## src/hdl/ccu_pkg.sv

```systemverilog
// shared constants, codes and control types of the combinatorial count unit
`timescale 1ns / 1ps
package ccu_pkg;

  localparam int MAX_COUNT_N  = 20;
  localparam int NUM_GROUPS   = 5;
  localparam int GROUP_FIELDS = 5;

  localparam int CMD_W    = 3;
  localparam int FIELD_W  = 5;
  localparam int COUNT_W  = 64;
  localparam int STATUS_W = 2;
  localparam int FAC_W    = FIELD_W + 1;
  localparam int GRP_IDX_W = $clog2(GROUP_FIELDS);

  // divider retires this many quotient bits per cycle
  localparam int DIV_BITS   = 8;
  localparam int DIV_CYCLES = COUNT_W / DIV_BITS;
  localparam int DIV_CNT_W  = $clog2(DIV_CYCLES);

  localparam logic [CMD_W-1:0] CMD_ARRANGE = 3'd0;
  localparam logic [CMD_W-1:0] CMD_POWER   = 3'd1;
  localparam logic [CMD_W-1:0] CMD_COMB    = 3'd2;
  localparam logic [CMD_W-1:0] CMD_MSET    = 3'd3;
  localparam logic [CMD_W-1:0] CMD_FACT    = 3'd4;
  localparam logic [CMD_W-1:0] CMD_MULTI   = 3'd5;

  localparam logic [STATUS_W-1:0] STS_OK   = 2'd0;
  localparam logic [STATUS_W-1:0] STS_KGTN = 2'd1;
  localparam logic [STATUS_W-1:0] STS_OVF  = 2'd2;

  localparam logic [COUNT_W-1:0] ALL_ONES = {COUNT_W{1'b1}};

  localparam logic [FIELD_W-1:0] GROUP_DEFAULT [GROUP_FIELDS] =
    '{5'd1, 5'd1, 5'd1, 5'd1, 5'd1};

  typedef enum logic [3:0] {
    ST_IDLE,
    ST_CHECK,
    ST_MUL,
    ST_BDIV_START,
    ST_BDIV_WAIT,
    ST_GSEL,
    ST_GDIV_START,
    ST_GDIV_WAIT,
    ST_FINISH
  } ccu_state_t;

  typedef struct packed {
    logic load;
    logic mul;
    logic div_start;
    logic div_take;
    logic inc_i;
    logic clr_i;
    logic next_grp;
    logic publish;
  } ccu_cmd_t;

  typedef struct packed {
    logic early;
    logic loop_zero;
    logic loop_last;
    logic binom;
    logic multi;
    logic div_done;
    logic grp_zero;
    logic grp_iter_last;
    logic grp_last;
    logic out_full;
  } ccu_sts_t;

endpackage

```

## src/hdl/ccu_div.sv

```systemverilog
// multi-cycle divider of a 64-bit word by a small divisor
`timescale 1ns / 1ps
module ccu_div
  import ccu_pkg::*;
(
  input  logic               clk,
  input  logic               rst_n,
  input  logic               start,
  input  logic [COUNT_W-1:0] dividend,
  input  logic [FIELD_W-1:0] divisor,
  output logic               done,
  output logic [COUNT_W-1:0] quotient
);

  logic                 busy_r, busy_nxt;
  logic                 done_r, done_nxt;
  logic [DIV_CNT_W-1:0] cnt_r, cnt_nxt;
  logic [COUNT_W-1:0]   q_r, q_nxt;
  logic [FIELD_W-1:0]   rem_r, rem_nxt;
  logic [FIELD_W-1:0]   d_r, d_nxt;

  // restoring division, several quotient bits per cycle on a narrow remainder
  always_comb begin
    logic [FIELD_W:0]   wide;
    logic [COUNT_W-1:0] q_v;
    logic [FIELD_W-1:0] rem_v;
    q_v   = q_r;
    rem_v = rem_r;
    wide  = '0;
    for (int b = 0; b < DIV_BITS; b++) begin
      wide = {rem_v, q_v[COUNT_W-1]};
      q_v  = {q_v[COUNT_W-2:0], 1'b0};
      if (wide >= {1'b0, d_r}) begin
        wide   = wide - {1'b0, d_r};
        q_v[0] = 1'b1;
      end
      rem_v = wide[FIELD_W-1:0];
    end

    busy_nxt = busy_r;
    done_nxt = 1'b0;
    cnt_nxt  = cnt_r;
    q_nxt    = q_r;
    rem_nxt  = rem_r;
    d_nxt    = d_r;
    if (start) begin
      busy_nxt = 1'b1;
      cnt_nxt  = '0;
      q_nxt    = dividend;
      rem_nxt  = '0;
      d_nxt    = divisor;
    end else if (busy_r) begin
      q_nxt   = q_v;
      rem_nxt = rem_v;
      cnt_nxt = cnt_r + 1'b1;
      if (cnt_r == DIV_CNT_W'(DIV_CYCLES - 1)) begin
        busy_nxt = 1'b0;
        done_nxt = 1'b1;
      end
    end
  end

  always_ff @(posedge clk) begin
    if (!rst_n) begin
      busy_r <= 1'b0;
      done_r <= 1'b0;
      cnt_r  <= '0;
    end else begin
      busy_r <= busy_nxt;
      done_r <= done_nxt;
      cnt_r  <= cnt_nxt;
    end
  end

  always_ff @(posedge clk) begin
    q_r   <= q_nxt;
    rem_r <= rem_nxt;
    d_r   <= d_nxt;
  end

  assign done     = done_r;
  assign quotient = q_r;

endmodule

```

## src/hdl/ccu_dp.sv

```systemverilog
// datapath: operand registers, multiply-accumulate, divider and result register
`timescale 1ns / 1ps
module ccu_dp
  import ccu_pkg::*;
(
  input  logic                clk,
  input  logic                rst_n,
  input  ccu_cmd_t            cmd,
  output ccu_sts_t            sts,
  input  logic [CMD_W-1:0]    in_cmd,
  input  logic [FIELD_W-1:0]  in_n,
  input  logic [FIELD_W-1:0]  in_k,
  input  logic [FIELD_W-1:0]  in_group_a,
  input  logic [FIELD_W-1:0]  in_group_b,
  input  logic [FIELD_W-1:0]  in_group_c,
  input  logic [FIELD_W-1:0]  in_group_d,
  input  logic [FIELD_W-1:0]  in_group_e,
  output logic                out_valid,
  input  logic                out_stall,
  output logic [COUNT_W-1:0]  out_count,
  output logic [STATUS_W-1:0] out_status
);

  logic [CMD_W-1:0]     mode_r, mode_nxt;
  logic [FIELD_W-1:0]   n_r, n_nxt;
  logic [FIELD_W-1:0]   k_r, k_nxt;
  logic [FIELD_W-1:0]   grp_r [GROUP_FIELDS];
  logic [FIELD_W-1:0]   grp_nxt [GROUP_FIELDS];
  logic [COUNT_W-1:0]   acc_r, acc_nxt;
  logic                 ovf_r, ovf_nxt;
  logic [STATUS_W-1:0]  st_r, st_nxt;
  logic                 early_r, early_nxt;
  logic [FIELD_W-1:0]   i_r, i_nxt;
  logic [GRP_IDX_W-1:0] g_r, g_nxt;
  logic                 out_valid_r, out_valid_nxt;
  logic [COUNT_W-1:0]   out_count_r, out_count_nxt;
  logic [STATUS_W-1:0]  out_status_r, out_status_nxt;

  logic [FIELD_W-1:0]   grp_in [GROUP_FIELDS];
  logic                 range_bad;
  logic                 grp_bad;
  logic [FIELD_W-1:0]   iter_cnt;
  logic [FIELD_W-1:0]   i_inc;
  logic [FAC_W-1:0]     mfac;
  logic [COUNT_W+FAC_W-1:0] prod;
  logic [FIELD_W-1:0]   grp_cur;
  logic                 div_done;
  logic [COUNT_W-1:0]   quotient;

  ccu_div u_div (
    .clk      (clk),
    .rst_n    (rst_n),
    .start    (cmd.div_start),
    .dividend (acc_r),
    .divisor  (i_inc),
    .done     (div_done),
    .quotient (quotient)
  );

  // groups past the configured count act as size one
  always_comb begin
    logic [FIELD_W-1:0] raw [GROUP_FIELDS];
    raw[0] = in_group_a;
    raw[1] = in_group_b;
    raw[2] = in_group_c;
    raw[3] = in_group_d;
    raw[4] = in_group_e;
    grp_bad = 1'b0;
    for (int g = 0; g < GROUP_FIELDS; g++) begin
      grp_in[g] = (g < NUM_GROUPS) ? raw[g] : GROUP_DEFAULT[g];
      if (grp_in[g] > FIELD_W'(MAX_COUNT_N)) grp_bad = 1'b1;
    end
  end

  assign range_bad = (in_n > FIELD_W'(MAX_COUNT_N)) ||
                     ((in_cmd <= CMD_MSET) && (in_k > FIELD_W'(MAX_COUNT_N))) ||
                     ((in_cmd == CMD_MULTI) && grp_bad);

  assign i_inc    = i_r + 1'b1;
  assign iter_cnt = ((mode_r == CMD_FACT) || (mode_r == CMD_MULTI)) ? n_r : k_r;
  assign grp_cur  = grp_r[g_r];

  // factor for the current multiply step
  always_comb begin
    case (mode_r)
      CMD_ARRANGE: mfac = {1'b0, n_r} - {1'b0, k_r} + {1'b0, i_r} + FAC_W'(1);
      CMD_POWER:   mfac = {1'b0, n_r};
      CMD_COMB:    mfac = {1'b0, n_r} - {1'b0, i_r};
      CMD_MSET:    mfac = {1'b0, n_r} + {1'b0, k_r} - FAC_W'(1) - {1'b0, i_r};
      CMD_FACT:    mfac = {1'b0, i_inc};
      CMD_MULTI:   mfac = {1'b0, i_inc};
      default:     mfac = FAC_W'(1);
    endcase
  end

  assign prod = (COUNT_W+FAC_W)'(acc_r) * (COUNT_W+FAC_W)'(mfac);

  always_comb begin
    mode_nxt  = mode_r;
    n_nxt     = n_r;
    k_nxt     = k_r;
    grp_nxt   = grp_r;
    acc_nxt   = acc_r;
    ovf_nxt   = ovf_r;
    st_nxt    = st_r;
    early_nxt = early_r;
    i_nxt     = i_r;
    g_nxt     = g_r;

    if (cmd.load) begin
      mode_nxt = in_cmd;
      n_nxt    = in_n;
      k_nxt    = in_k;
      grp_nxt  = grp_in;
      ovf_nxt  = 1'b0;
      i_nxt    = '0;
      g_nxt    = '0;
      if (in_cmd > CMD_MULTI) begin
        early_nxt = 1'b1;
        acc_nxt   = '0;
        st_nxt    = STS_OK;
      end else if (range_bad) begin
        early_nxt = 1'b1;
        acc_nxt   = ALL_ONES;
        st_nxt    = STS_OVF;
      end else if (((in_cmd == CMD_ARRANGE) || (in_cmd == CMD_COMB)) && (in_k > in_n)) begin
        early_nxt = 1'b1;
        acc_nxt   = '0;
        st_nxt    = STS_KGTN;
      end else begin
        early_nxt = 1'b0;
        acc_nxt   = COUNT_W'(1);
        st_nxt    = STS_OK;
      end
    end else begin
      if (cmd.mul) begin
        acc_nxt = prod[COUNT_W-1:0];
        ovf_nxt = ovf_r | (|prod[COUNT_W+FAC_W-1:COUNT_W]);
      end else if (cmd.div_take) begin
        acc_nxt = quotient;
      end
      if (cmd.clr_i) begin
        i_nxt = '0;
      end else if (cmd.inc_i) begin
        i_nxt = i_inc;
      end
      if (cmd.next_grp) g_nxt = g_r + 1'b1;
    end
  end

  // result register; a stalled word is held here, and the controller waits to publish the next word until it is taken
  always_comb begin
    out_count_nxt  = out_count_r;
    out_status_nxt = out_status_r;
    out_valid_nxt  = out_valid_r && out_stall;
    if (cmd.publish) begin
      out_valid_nxt  = 1'b1;
      out_count_nxt  = ovf_r ? ALL_ONES : acc_r;
      out_status_nxt = ovf_r ? STS_OVF : st_r;
    end
  end

  always_ff @(posedge clk) begin
    if (!rst_n) begin
      out_valid_r <= 1'b0;
    end else begin
      out_valid_r <= out_valid_nxt;
    end
  end

  always_ff @(posedge clk) begin
    mode_r       <= mode_nxt;
    n_r          <= n_nxt;
    k_r          <= k_nxt;
    grp_r        <= grp_nxt;
    acc_r        <= acc_nxt;
    ovf_r        <= ovf_nxt;
    st_r         <= st_nxt;
    early_r      <= early_nxt;
    i_r          <= i_nxt;
    g_r          <= g_nxt;
    out_count_r  <= out_count_nxt;
    out_status_r <= out_status_nxt;
  end

  always_comb begin
    sts.early         = early_r;
    sts.loop_zero     = (iter_cnt == '0);
    sts.loop_last     = (i_inc == iter_cnt);
    sts.binom         = (mode_r == CMD_COMB) || (mode_r == CMD_MSET);
    sts.multi         = (mode_r == CMD_MULTI);
    sts.div_done      = div_done;
    sts.grp_zero      = (grp_cur == '0);
    sts.grp_iter_last = (i_inc == grp_cur);
    sts.grp_last      = (g_r == GRP_IDX_W'(GROUP_FIELDS - 1));
    sts.out_full      = out_valid_r && out_stall;
  end

  assign out_valid  = out_valid_r;
  assign out_count  = out_count_r;
  assign out_status = out_status_r;

endmodule

```

## src/hdl/ccu_ctrl.sv

```systemverilog
// controller state machine sequencing multiply and divide steps
`timescale 1ns / 1ps
module ccu_ctrl
  import ccu_pkg::*;
(
  input  logic     clk,
  input  logic     rst_n,
  input  logic     in_valid,
  output logic     in_stall,
  input  ccu_sts_t sts,
  output ccu_cmd_t cmd
);

  ccu_state_t state_r, state_nxt;

  always_ff @(posedge clk) begin
    if (!rst_n) begin
      state_r <= ST_IDLE;
    end else begin
      state_r <= state_nxt;
    end
  end

  always_comb begin
    state_nxt = state_r;
    cmd       = '0;
    in_stall  = (state_r != ST_IDLE);
    case (state_r)
      ST_IDLE: begin
        if (in_valid) begin
          cmd.load  = 1'b1;
          state_nxt = ST_CHECK;
        end
      end
      ST_CHECK: begin
        if (sts.early) begin
          state_nxt = ST_FINISH;
        end else if (sts.loop_zero) begin
          state_nxt = sts.multi ? ST_GSEL : ST_FINISH;
        end else begin
          state_nxt = ST_MUL;
        end
      end
      ST_MUL: begin
        cmd.mul = 1'b1;
        if (sts.binom) begin
          state_nxt = ST_BDIV_START;
        end else begin
          cmd.inc_i = 1'b1;
          if (sts.loop_last) begin
            cmd.clr_i = 1'b1;
            state_nxt = sts.multi ? ST_GSEL : ST_FINISH;
          end
        end
      end
      ST_BDIV_START: begin
        cmd.div_start = 1'b1;
        state_nxt     = ST_BDIV_WAIT;
      end
      ST_BDIV_WAIT: begin
        if (sts.div_done) begin
          cmd.div_take = 1'b1;
          cmd.inc_i    = 1'b1;
          state_nxt    = sts.loop_last ? ST_FINISH : ST_MUL;
        end
      end
      // divide by each group factorial one factor at a time
      ST_GSEL: begin
        if (sts.grp_zero) begin
          if (sts.grp_last) begin
            state_nxt = ST_FINISH;
          end else begin
            cmd.next_grp = 1'b1;
          end
        end else begin
          state_nxt = ST_GDIV_START;
        end
      end
      ST_GDIV_START: begin
        cmd.div_start = 1'b1;
        state_nxt     = ST_GDIV_WAIT;
      end
      ST_GDIV_WAIT: begin
        if (sts.div_done) begin
          cmd.div_take = 1'b1;
          cmd.inc_i    = 1'b1;
          if (sts.grp_iter_last) begin
            cmd.clr_i = 1'b1;
            if (sts.grp_last) begin
              state_nxt = ST_FINISH;
            end else begin
              cmd.next_grp = 1'b1;
              state_nxt    = ST_GSEL;
            end
          end else begin
            state_nxt = ST_GDIV_START;
          end
        end
      end
      ST_FINISH: begin
        if (!sts.out_full) begin
          cmd.publish = 1'b1;
          state_nxt   = ST_IDLE;
        end
      end
      default: begin
        state_nxt = ST_IDLE;
      end
    endcase
  end

endmodule

```

## src/hdl/combinatorial_count_unit.sv

```systemverilog
// Combinatorial count unit: one request word in, one exact count word out. Requests are
// taken one at a time. After acceptance a request is checked, then takes one multiply
// per factor in the arrangement, power and factorial modes (at most 20 factors); per
// chosen element in the two combination modes a multiply, a divider start and a wait
// on the divide; and for the multinomial, one multiply per factor of n, then per group
// of size g a divider start and a wait on the divide for each of its g factors.
// Error, out-of-range and unused-mode requests go from the check straight to the
// output. The next request is accepted at the earliest in the cycle after the previous
// word is published, and a word still stalled in the output register holds the publish
// of the following one. The 64-bit by 5-bit divider, which retires 8 quotient bits a
// cycle, sets the cost of every divide step. A finished word waits in the output
// register while the next request is accepted.
`timescale 1ns / 1ps
module combinatorial_count_unit
  import ccu_pkg::*;
(
  input  logic                clk,
  input  logic                rst_n,
  input  logic                in_valid,
  output logic                in_stall,
  input  logic [CMD_W-1:0]    in_cmd,
  input  logic [FIELD_W-1:0]  in_n,
  input  logic [FIELD_W-1:0]  in_k,
  input  logic [FIELD_W-1:0]  in_group_a,
  input  logic [FIELD_W-1:0]  in_group_b,
  input  logic [FIELD_W-1:0]  in_group_c,
  input  logic [FIELD_W-1:0]  in_group_d,
  input  logic [FIELD_W-1:0]  in_group_e,
  output logic                out_valid,
  input  logic                out_stall,
  output logic [COUNT_W-1:0]  out_count,
  output logic [STATUS_W-1:0] out_status
);

  ccu_cmd_t cmd;
  ccu_sts_t sts;

  ccu_ctrl u_ctrl (
    .clk      (clk),
    .rst_n    (rst_n),
    .in_valid (in_valid),
    .in_stall (in_stall),
    .sts      (sts),
    .cmd      (cmd)
  );

  ccu_dp u_dp (
    .clk        (clk),
    .rst_n      (rst_n),
    .cmd        (cmd),
    .sts        (sts),
    .in_cmd     (in_cmd),
    .in_n       (in_n),
    .in_k       (in_k),
    .in_group_a (in_group_a),
    .in_group_b (in_group_b),
    .in_group_c (in_group_c),
    .in_group_d (in_group_d),
    .in_group_e (in_group_e),
    .out_valid  (out_valid),
    .out_stall  (out_stall),
    .out_count  (out_count),
    .out_status (out_status)
  );

endmodule
```

## config.mk

```make
export PLATFORM = sky130hd
export DESIGN_NAME = combinatorial_count_unit
export DESIGN_NICKNAME = d
export VERILOG_FILES = /design/src/hdl/ccu_pkg.sv /design/src/hdl/ccu_div.sv /design/src/hdl/ccu_dp.sv /design/src/hdl/ccu_ctrl.sv /design/src/hdl/combinatorial_count_unit.sv
export SDC_FILE = /design/constraint.sdc
export NUM_CORES = 1
export LEC_CHECK = 0
export BUFFER_PORTS_ARGS = -buffer_cell sky130_fd_sc_hd__buf_2
export CAP_MARGIN = 20
export CORE_UTILIZATION = 41
export CTS_CLUSTER_DIAMETER = 80
export DETAILED_ROUTE_END_ITERATION = 12
export PLACE_DENSITY = 0.64
export SYNTH_ARGS = -nofsm -noshare
export SYNTH_HDL_FRONTEND = slang
export SYNTH_HIERARCHICAL = 1
export SYNTH_SLANG_ARGS = --single-unit
```

## constraint.sdc

```tcl
create_clock -name clk -period 15.84 [get_ports clk]
set_input_delay 2.376 -clock clk [delete_from_list [all_inputs] [get_ports clk]]
set_output_delay 2.376 -clock clk [all_outputs]
set_load 0.02 [all_outputs]
```

==> results.tsv, run 1 <==
metric	value	unit
CP Launch Type	flop	
Post-Synthesis Net Count	3295	
vias in the first global route	21700	
fin crit share	93.4	%
placed instance count	3695	
Clock H-tree levels	2	
Min-Delay Path Class	flop to flop	
met3 WL	3670	µm
CTS Buf Count	40	
gr usage total	21.7	%
final critical path time including I/O delays and setup	14790	ps
hold buffer count at CTS	0	
met1 WL	31300	µm
Critical Path Sink Type	flop	
number of flops mapped to enable cells by yosys	240	
die width	259	µm
unrepaired setup endpoints after global routing	no	
highest routed layer	met4	
Routability Congestion	0.938	
clk_skew	38.1	ps
via/cell ratio	5.49	
setup violators final	0	
post-synthesis sequential area ratio	28.3	%
antenna cells	0	
CTS tree	built	
area grow syn2layout	10.2	%
critical path class	flop to flop	
Max Slew Vio Count	0	
worst-skew pair later-pin latency	580	ps
Starting DRT DRC Count	1192	
area leader, netlist	edfxtp_1	
Post-synth top cells	inv_1 (351), nand2_1 (288), fa_1 (269)	
area share of the leading cell type in the synthesized netlist	26.6	%
main flop type after synthesis	edfxtp_1	
total number of vias	20700	
DRC	0	
Initial Util	41.8	%
Clock Tree Root	clkbuf_16	
clk buf depth	3	
first-pass GRT wire length	116000	µm
top cells by area, synth	edfxtp_1 (27%), fa_1 (20%), ha_1 (6.6%)	
worst slew pin tran	1020	ps
largest net degree at the start of global routing	81	
Synth Cell Area	27100	µm²
Die Ht	259	µm
I/O pins	110	
status	finished, final reports clean	
worst r2r path cells	65	
Worst Path Max Fanout	8	
TNS Setup	0	ps
post-DP HPWL	52600	µm
smallest hold slack	510	ps
most common cell in the synthesized netlist	inv_1	
DR WL/cell	18.9	µm
buffers added on ports	109	
fin cells	3769	
Fin. Hold Viols	0	
Max-Cap Viols	0	
hold depth	2	
Worst path max stage delay	450	ps
Yosys reg bits	264	
core area	64900	µm²
Pre-antenna DRT Iters	6	
Slew HR	31.9	%
clk sinks	264	
Cells after Synth	2842	
Ys Warns	6	
initial antenna violation count	0	
Critical Path RT	16330	ps
DIE AREA	67200	µm²
count of cell types in the netlist	102	
crit path DAT	15280	ps
GRT Residual Overflow	0	
cell at the slowest stage of the critical path	fa_1	
antenna-violating nets left	0	
met2 routed WL	34300	µm
Clock Pin Slew Worst Setup and Hold Paths	50	ps
Detailed Route WL	71400	µm
Fmax	67.6	MHz
per-instance average area after synthesis	9.54	µm²
Net count, final	3335	
Async SR Flop Fraction	0	%
layout cells sized above 1	14.0	%
std cell rows	93	
## placed cells by master, fill, tap and decap left out, types with 18 or more instances in the layout
| master | count |
|---|---|
| a31oi_1 | 18 |
| xor2_1 | 37 |
| nand4_1 | 31 |
| ha_1 | 142 |
| a21o_1 | 45 |
| dfxtp_1 | 23 |
| and2_1 | 84 |
| a211oi_1 | 28 |
| o21a_1 | 23 |
| nand2b_1 | 26 |
| nand2_1 | 288 |
| mux2i_1 | 23 |
| inv_1 | 350 |
| nor3_1 | 36 |
| o21ai_0 | 89 |
| or2_2 | 68 |
| fa_1 | 269 |
| buf_2 | 109 |
| mux2_2 | 73 |
| nor2b_1 | 146 |
| nand3_1 | 32 |
| xnor2_1 | 67 |
| nor2_1 | 165 |
| clkbuf_16 | 40 |
| a21oi_1 | 190 |
| buf_4 | 26 |
| edfxtp_1 | 240 |
## sequential cells by signal, indices dropped and copies added, names as in the netlist
register,cells
u_dp/u_div/rem_r,5
u_dp/u_div/quotient,64
u_ctrl/state_r,4
u_dp/out_status,2
u_dp/grp_r,25
u_dp/u_div/cnt_r,3
u_dp/early_r,1
u_dp/u_div/d_r,5
u_dp/i_r,5
u_dp/k_r,5
u_dp/g_r,3
u_dp/mode_r,3
u_dp/u_div/done,1
u_dp/n_r,5
u_dp/u_div/busy_r,1
u_dp/st_r,2
u_dp/ovf_r,1
u_dp/acc_r,64
u_dp/out_valid,1
u_dp/out_count,64
## per-stage QoR
stage                     area (µm²)  worst slack (ps)  util (%)
after floorplan                27100              1990         -
after CTS                      29900               661      46.0
final                          29900              1050      46.0
after global routing           29900              13.9      46.0
after global placement         28400               890      43.8
after detailed placement       28400               745      43.8
## area by class of cell
type                       instances  area [µm²]
timing repair buffer             135         741
tap                              855        1070
clock buffer                      47        1040
multi-input combinational       2089       17600
clock inverter                    27         394
sequential                       264        7690
fill                            6163       35100
inverter                         352        1330
## critical path, delay by kind of cell (launching register included)
kind / cells / cell delay [ps]
AOI/OAI and AO/OA: 29 / 5870
muxes: 8 / 2910
and+or+nand+nor: 14 / 1850
DFF: 1 / 370
buffers and inverters: 6 / 720
adders and majority gates: 8 / 2930
## cells by family after synthesis
| group | share of synthesized area (%) |
|---|---|
| adder cells (fa/ha/maj) | 26.4 |
| AO/OA/AOI/OAI | 12.1 |
| XOR/XNOR | 3.36 |
| multiplexers | 4.69 |
| buffers and inverters | 7.10 |
| AND/OR/NAND/NOR | 18.0 |
| flip-flops | 28.3 |
## layer usage
layer	track usage, %	vias up
met5	0	-
met2	36.8	603
met4	7.12	0
li1	-	9604
met3	2.65	121
met1	28.6	10400
## what timing repair did
action	4_1_cts	5_1_grt
endpoints found under the setup margin	0	6
buffers inserted	0	0
gates resized for setup	0	7
## worst paths after layout
kind                       startpoint                  end  slack (ps)
setup / recovery    u_dp/u_div/d_r[3]  u_dp/u_div/rem_r[0]        1050
hold reg to reg   u_dp/u_div/cnt_r[2]  u_dp/u_div/cnt_r[2]         510
setup reg to reg    u_dp/u_div/d_r[3]  u_dp/u_div/rem_r[0]        1050
hold / removal    u_dp/u_div/cnt_r[2]  u_dp/u_div/cnt_r[2]         510
Power of run 1 is not shown: default switching activity piles up to over one toggle a cycle in this logic, so the estimate is an artifact.
==> inputs of run 2 (changes only) <==
- CORE_MARGIN: unset -> 2
==> run 2 against run 1 <==
Compared with the run above:
- register-to-register slack improved by 150 ps
- global-route usage is 0.41 points lower
- routed wire length decreased by 0.63%
- die area is 1.5% higher
- via count is 1.8% lower
- fmax rose by 1.0%
- worst setup slack improved by 150 ps
- sequential share of layout area is essentially flat
- critical path type unchanged
- critical endpoint unchanged
- largest cell class unchanged
==> results.tsv, run 2 (synthesis gave the netlist of run 1 again) <==
metric	value	unit
std cell rows	94	
Min-Delay Path Class	flop to flop	
Critical Path Sink Type	flop	
hold buffer count at CTS	0	
CTS tree	built	
layout cells sized above 1	14.2	%
Pre-antenna DRT Iters	6	
DRC	0	
area grow syn2layout	10.3	%
post-DP HPWL	53000	µm
Critical Path RT	16320	ps
Max-Cap Viols	0	
first-pass GRT wire length	115000	µm
Resize count post-CTS	0	
GRT Residual Overflow	0	
Max Slew Vio Count	0	
status	finished, final reports clean	
Die Ht	261	µm
Fmax	68.3	MHz
crit path DAT	15120	ps
gr usage total	21.3	%
hold depth	1	
buffers added on ports	109	
Worst Path Max Fanout	7	
Fin. Hold Viols	0	
Net count, final	3337	
cell at the slowest stage of the critical path	fa_1	
worst r2r path cells	67	
die width	261	µm
clk buf depth	3	
Clock H-tree levels	2	
initial antenna violation count	0	
Clock Pin Slew Worst Setup and Hold Paths	60	ps
setup bufs post-CTS	0	
core area	65600	µm²
smallest hold slack	493	ps
Initial Util	41.3	%
Worst path max stage delay	450	ps
I/O pins	110	
Starting DRT DRC Count	1442	
clk sinks	264	
fin crit share	92.4	%
largest net degree at the start of global routing	68	
clk_skew	34.8	ps
unrepaired setup endpoints after global routing	no	
vias in the first global route	20600	
worst-skew pair later-pin latency	590	ps
Detailed Route WL	71000	µm
antenna cells	0	
antenna-violating nets left	0	
critical path class	flop to flop	
total number of vias	20300	
setup violators final	0	
Routability Congestion	0.900	
DR WL/cell	18.8	µm
Slew HR	33.3	%
DIE AREA	68200	µm²
commonest non-fill, non-tap cell in the layout	inv_1	
worst slew pin tran	1000	ps
TNS Setup	0	ps
commonest non-fill, non-tap cells in the layout	inv_1 (351), nand2_1 (288), fa_1 (269)	
CTS Buf Count	39	
CP Launch Type	flop	
via/cell ratio	5.38	
Clock Tree Root	clkbuf_16	
final critical path time including I/O delays and setup	14640	ps
-- run 2: final cells by class --
| cell class | instances | area [µm²] |
|---|---|---|
| clock buffer | 41 | 983 |
| clock inverter | 30 | 429 |
| fill | 6347 | 35700 |
| inverter | 352 | 1320 |
| multi-input combinational | 2089 | 17600 |
| sequential | 264 | 7690 |
| tap | 864 | 1080 |
| timing repair buffer | 138 | 763 |
-- run 2: path summary, 6_finish.rpt --
check	from	endpoint	slack [ps]
max	u_dp/u_div/quotient[63]	u_dp/u_div/rem_r[0]	1200
max reg2reg	u_dp/u_div/quotient[63]	u_dp/u_div/rem_r[0]	1200
min reg2reg	u_dp/st_r[1]	u_dp/out_status[1]	490
min	u_dp/st_r[1]	u_dp/out_status[1]	490
-- run 2: routing by layer --
metal	up-vias	GRT usage, %	routed length (µm)
li1	9615	-	-
met1	10100	29.1	31700
met2	509	35.8	34100
met3	84	2.60	3530
met4	0	5.56	1590
met5	-	0	0
-- run 2: worst max-delay path, delay by kind of cell (launching register included) --
family	cells	cell delay, ps
adder cells (fa/ha/maj)	9	3110
multiplexers	9	3250
buffers and inverters	5	350
AND/OR/NAND/NOR	17	2330
AO/OA/AOI/OAI	27	5070
flip-flops	1	410
-- run 2: stage by stage --
| step | setup slack [ps] | utilization (%) | area (µm²) | std cells |
|---|---|---|---|---|
| 6_report | 1200 | 45.6 | 29900 | 3778 |
| 2_1_floorplan | 1990 | - | 27100 | 2842 |
| 3_5_place_dp | 838 | 43.4 | 28500 | 3707 |
| 5_1_grt | 117 | 45.6 | 29900 | 3778 |
| 3_3_place_gp | 826 | 43.4 | 28500 | 3707 |
| 4_1_cts | 797 | 45.5 | 29900 | 3778 |
Power of run 2 is left out for the same reason.
==> inputs of run 3 (changes only) <==
- ABC_AREA: unset -> 1
- CORE_ASPECT_RATIO: unset -> 0.8
- REMOVE_ABC_BUFFERS: unset -> 1
==> run 3 against run 2 <==
Compared with the run above:
- fmax is 15% higher
- synthesized cell count increased by 32%
- worst setup slack improved by 2000 ps
- register-to-register slack improved by 2000 ps
- final cell count rose by 26%
- non-clock buffer count shrank 11
- clock skew decreased by 6.8 ps
- critical path type unchanged
- largest cell class unchanged
- critical path depth rose by 7
- hold slack worse by 29 ps
==> results.tsv, run 3 <==
metric	value	unit
status	finished, final reports clean	
buffers added on ports	109	
CP Launch Type	flop	
CTS tree	built	
CTS Buf Count	37	
gr usage total	23.0	%
number of flops mapped to enable cells by yosys	240	
top cells by area, synth	edfxtp_1 (25%), fa_1 (19%), nand2_1 (15%)	
final critical path time including I/O delays and setup	12680	ps
area leader, netlist	edfxtp_1	
largest net degree at the start of global routing	72	
GRT Residual Overflow	0	
TNS Setup	0	ps
Slew HR	29.6	%
Clock Pin Slew Worst Setup and Hold Paths	70	ps
crit-path most repeated cell	nand2_1	
Starting DRT DRC Count	2291	
Max Slew Vio Count	0	
cell at the slowest stage of the critical path	edfxtp_1	
Synth Cell Area	28500	µm²
DR WL/cell	16.9	µm
unrepaired setup endpoints after global routing	no	
std cell rows	86	
Routability Congestion	0.963	
Critical Path Sink Type	flop	
first-pass GRT wire length	130000	µm
Max-Cap Viols	0	
Net count, final	4276	
vias in the first global route	23600	
Initial Util	41.4	%
commonest non-fill, non-tap cell in the layout	nand2_1	
DIE AREA	71600	µm²
clk sinks	264	
core area	68800	µm²
setup bufs post-CTS	0	
Critical Path RT	16140	ps
main flop type after synthesis	edfxtp_1	
Clock H-tree levels	2	
worst slew pin tran	1060	ps
antenna-violating nets left	0	
most common cell in the synthesized netlist	nand2_1	
antenna cells	0	
Cells after Synth	3747	
area grow syn2layout	8.97	%
post-DP HPWL	61400	µm
post-synthesis sequential area ratio	27.0	%
via/cell ratio	5.00	
I/O pins	110	
area share of the leading cell type in the synthesized netlist	25.3	%
crit path DAT	12990	ps
fin crit share	80.1	%
Detailed Route WL	80900	µm
Pre-antenna DRT Iters	6	
per-instance average area after synthesis	7.60	µm²
smallest hold slack	464	ps
clk_skew	28.0	ps
Async SR Flop Fraction	0	%
critical path class	flop to flop	
setup violators final	0	
initial antenna violation count	1	
Ys Warns	6	
die width	299	µm
Worst path max stage delay	710	ps
hold buffer count at CTS	0	
Worst Path Max Fanout	10	
count of cell types in the netlist	64	
layout cells sized above 1	10.4	%
worst-skew pair later-pin latency	570	ps
Post-synth top cells	nand2_1 (1,108), inv_1 (729), nor2_1 (347)	
commonest non-fill, non-tap cells in the layout	nand2_1 (1,106), inv_1 (724), nor2_1 (345)	
DRC	0	
total number of vias	23900	
Yosys reg bits	264	
Die Ht	240	µm
Fmax	78.8	MHz
Min-Delay Path Class	flop to flop	
Fin. Hold Viols	0	
clk buf depth	3	
Clock Tree Root	clkbuf_16	
Resize count post-CTS	0	
run 3: changes by cell type in the layout (fill, tap and decap cells not counted), moves of 73 or more:
cell	previous run	this run
nor2b_1	146	1
inv_1	351	724
nor2_1	165	345
and2_1	84	3
nand2_1	288	1106
nor2_2	0	92
mux2_2	73	0
nand3_1	32	129
run 3: worst max-delay path, delay by kind of cell, from the launching register on:
family / cells / cell delay, ps
AOI/OAI and AO/OA: 14 / 3170
adders and majority gates: 8 / 3000
buffers and inverters: 14 / 1490
DFF: 1 / 710
and+or+nand+nor: 38 / 4050
run 3: worst paths after layout:
path	depth (start not counted)	from	slack [ps]	endpoint
setup / recovery	74	u_dp/u_div/d_r[1]	3160	u_dp/u_div/quotient[0]
hold / removal	2	u_dp/u_div/cnt_r[1]	460	u_dp/u_div/cnt_r[1]
setup reg to reg	74	u_dp/u_div/d_r[1]	3160	u_dp/u_div/quotient[0]
hold reg to reg	2	u_dp/u_div/cnt_r[1]	460	u_dp/u_div/cnt_r[1]
run 3: layer usage:
layer / global-route usage [%] / wire length [µm]
met5: 0 / 0
met3: 3.66 / 6730
met1: 35.0 / 39100
met2: 33.9 / 33500
met4: 5.21 / 1570
run 3: metrics by stage:
step | instance area [µm²] | instances | utilization, % | setup WS, ps
final | 31000 | 4776 | 45.1 | 3160
after CTS | 31000 | 4776 | 45.1 | 3030
after global routing | 31000 | 4776 | 45.1 | 1810
after floorplan | 28000 | 3657 | - | 5150
after detailed placement | 29900 | 4708 | 43.4 | 3060
after global placement | 29900 | 4708 | 43.4 | 3140
run 3: logic make-up after synthesis:
| logic type | synth area share (%) |
|---|---|
| AO/OA/AOI/OAI | 7.05 |
| XOR/XNOR | 2.24 |
| adder cells (fa/ha/maj) | 25.2 |
| buffers and inverters | 11.6 |
| flip-flops | 27.0 |
| AND/OR/NAND/NOR | 26.9 |
run 3: area by class of cell:
class,instances,area [µm²]
inverter,753,2830
timing repair buffer,127,681
sequential,264,7690
tap,924,1160
clock inverter,24,205
fill,6979,37700
multi-input combinational,2640,17500
clock buffer,44,952
Power of run 3 is left out for the same reason.
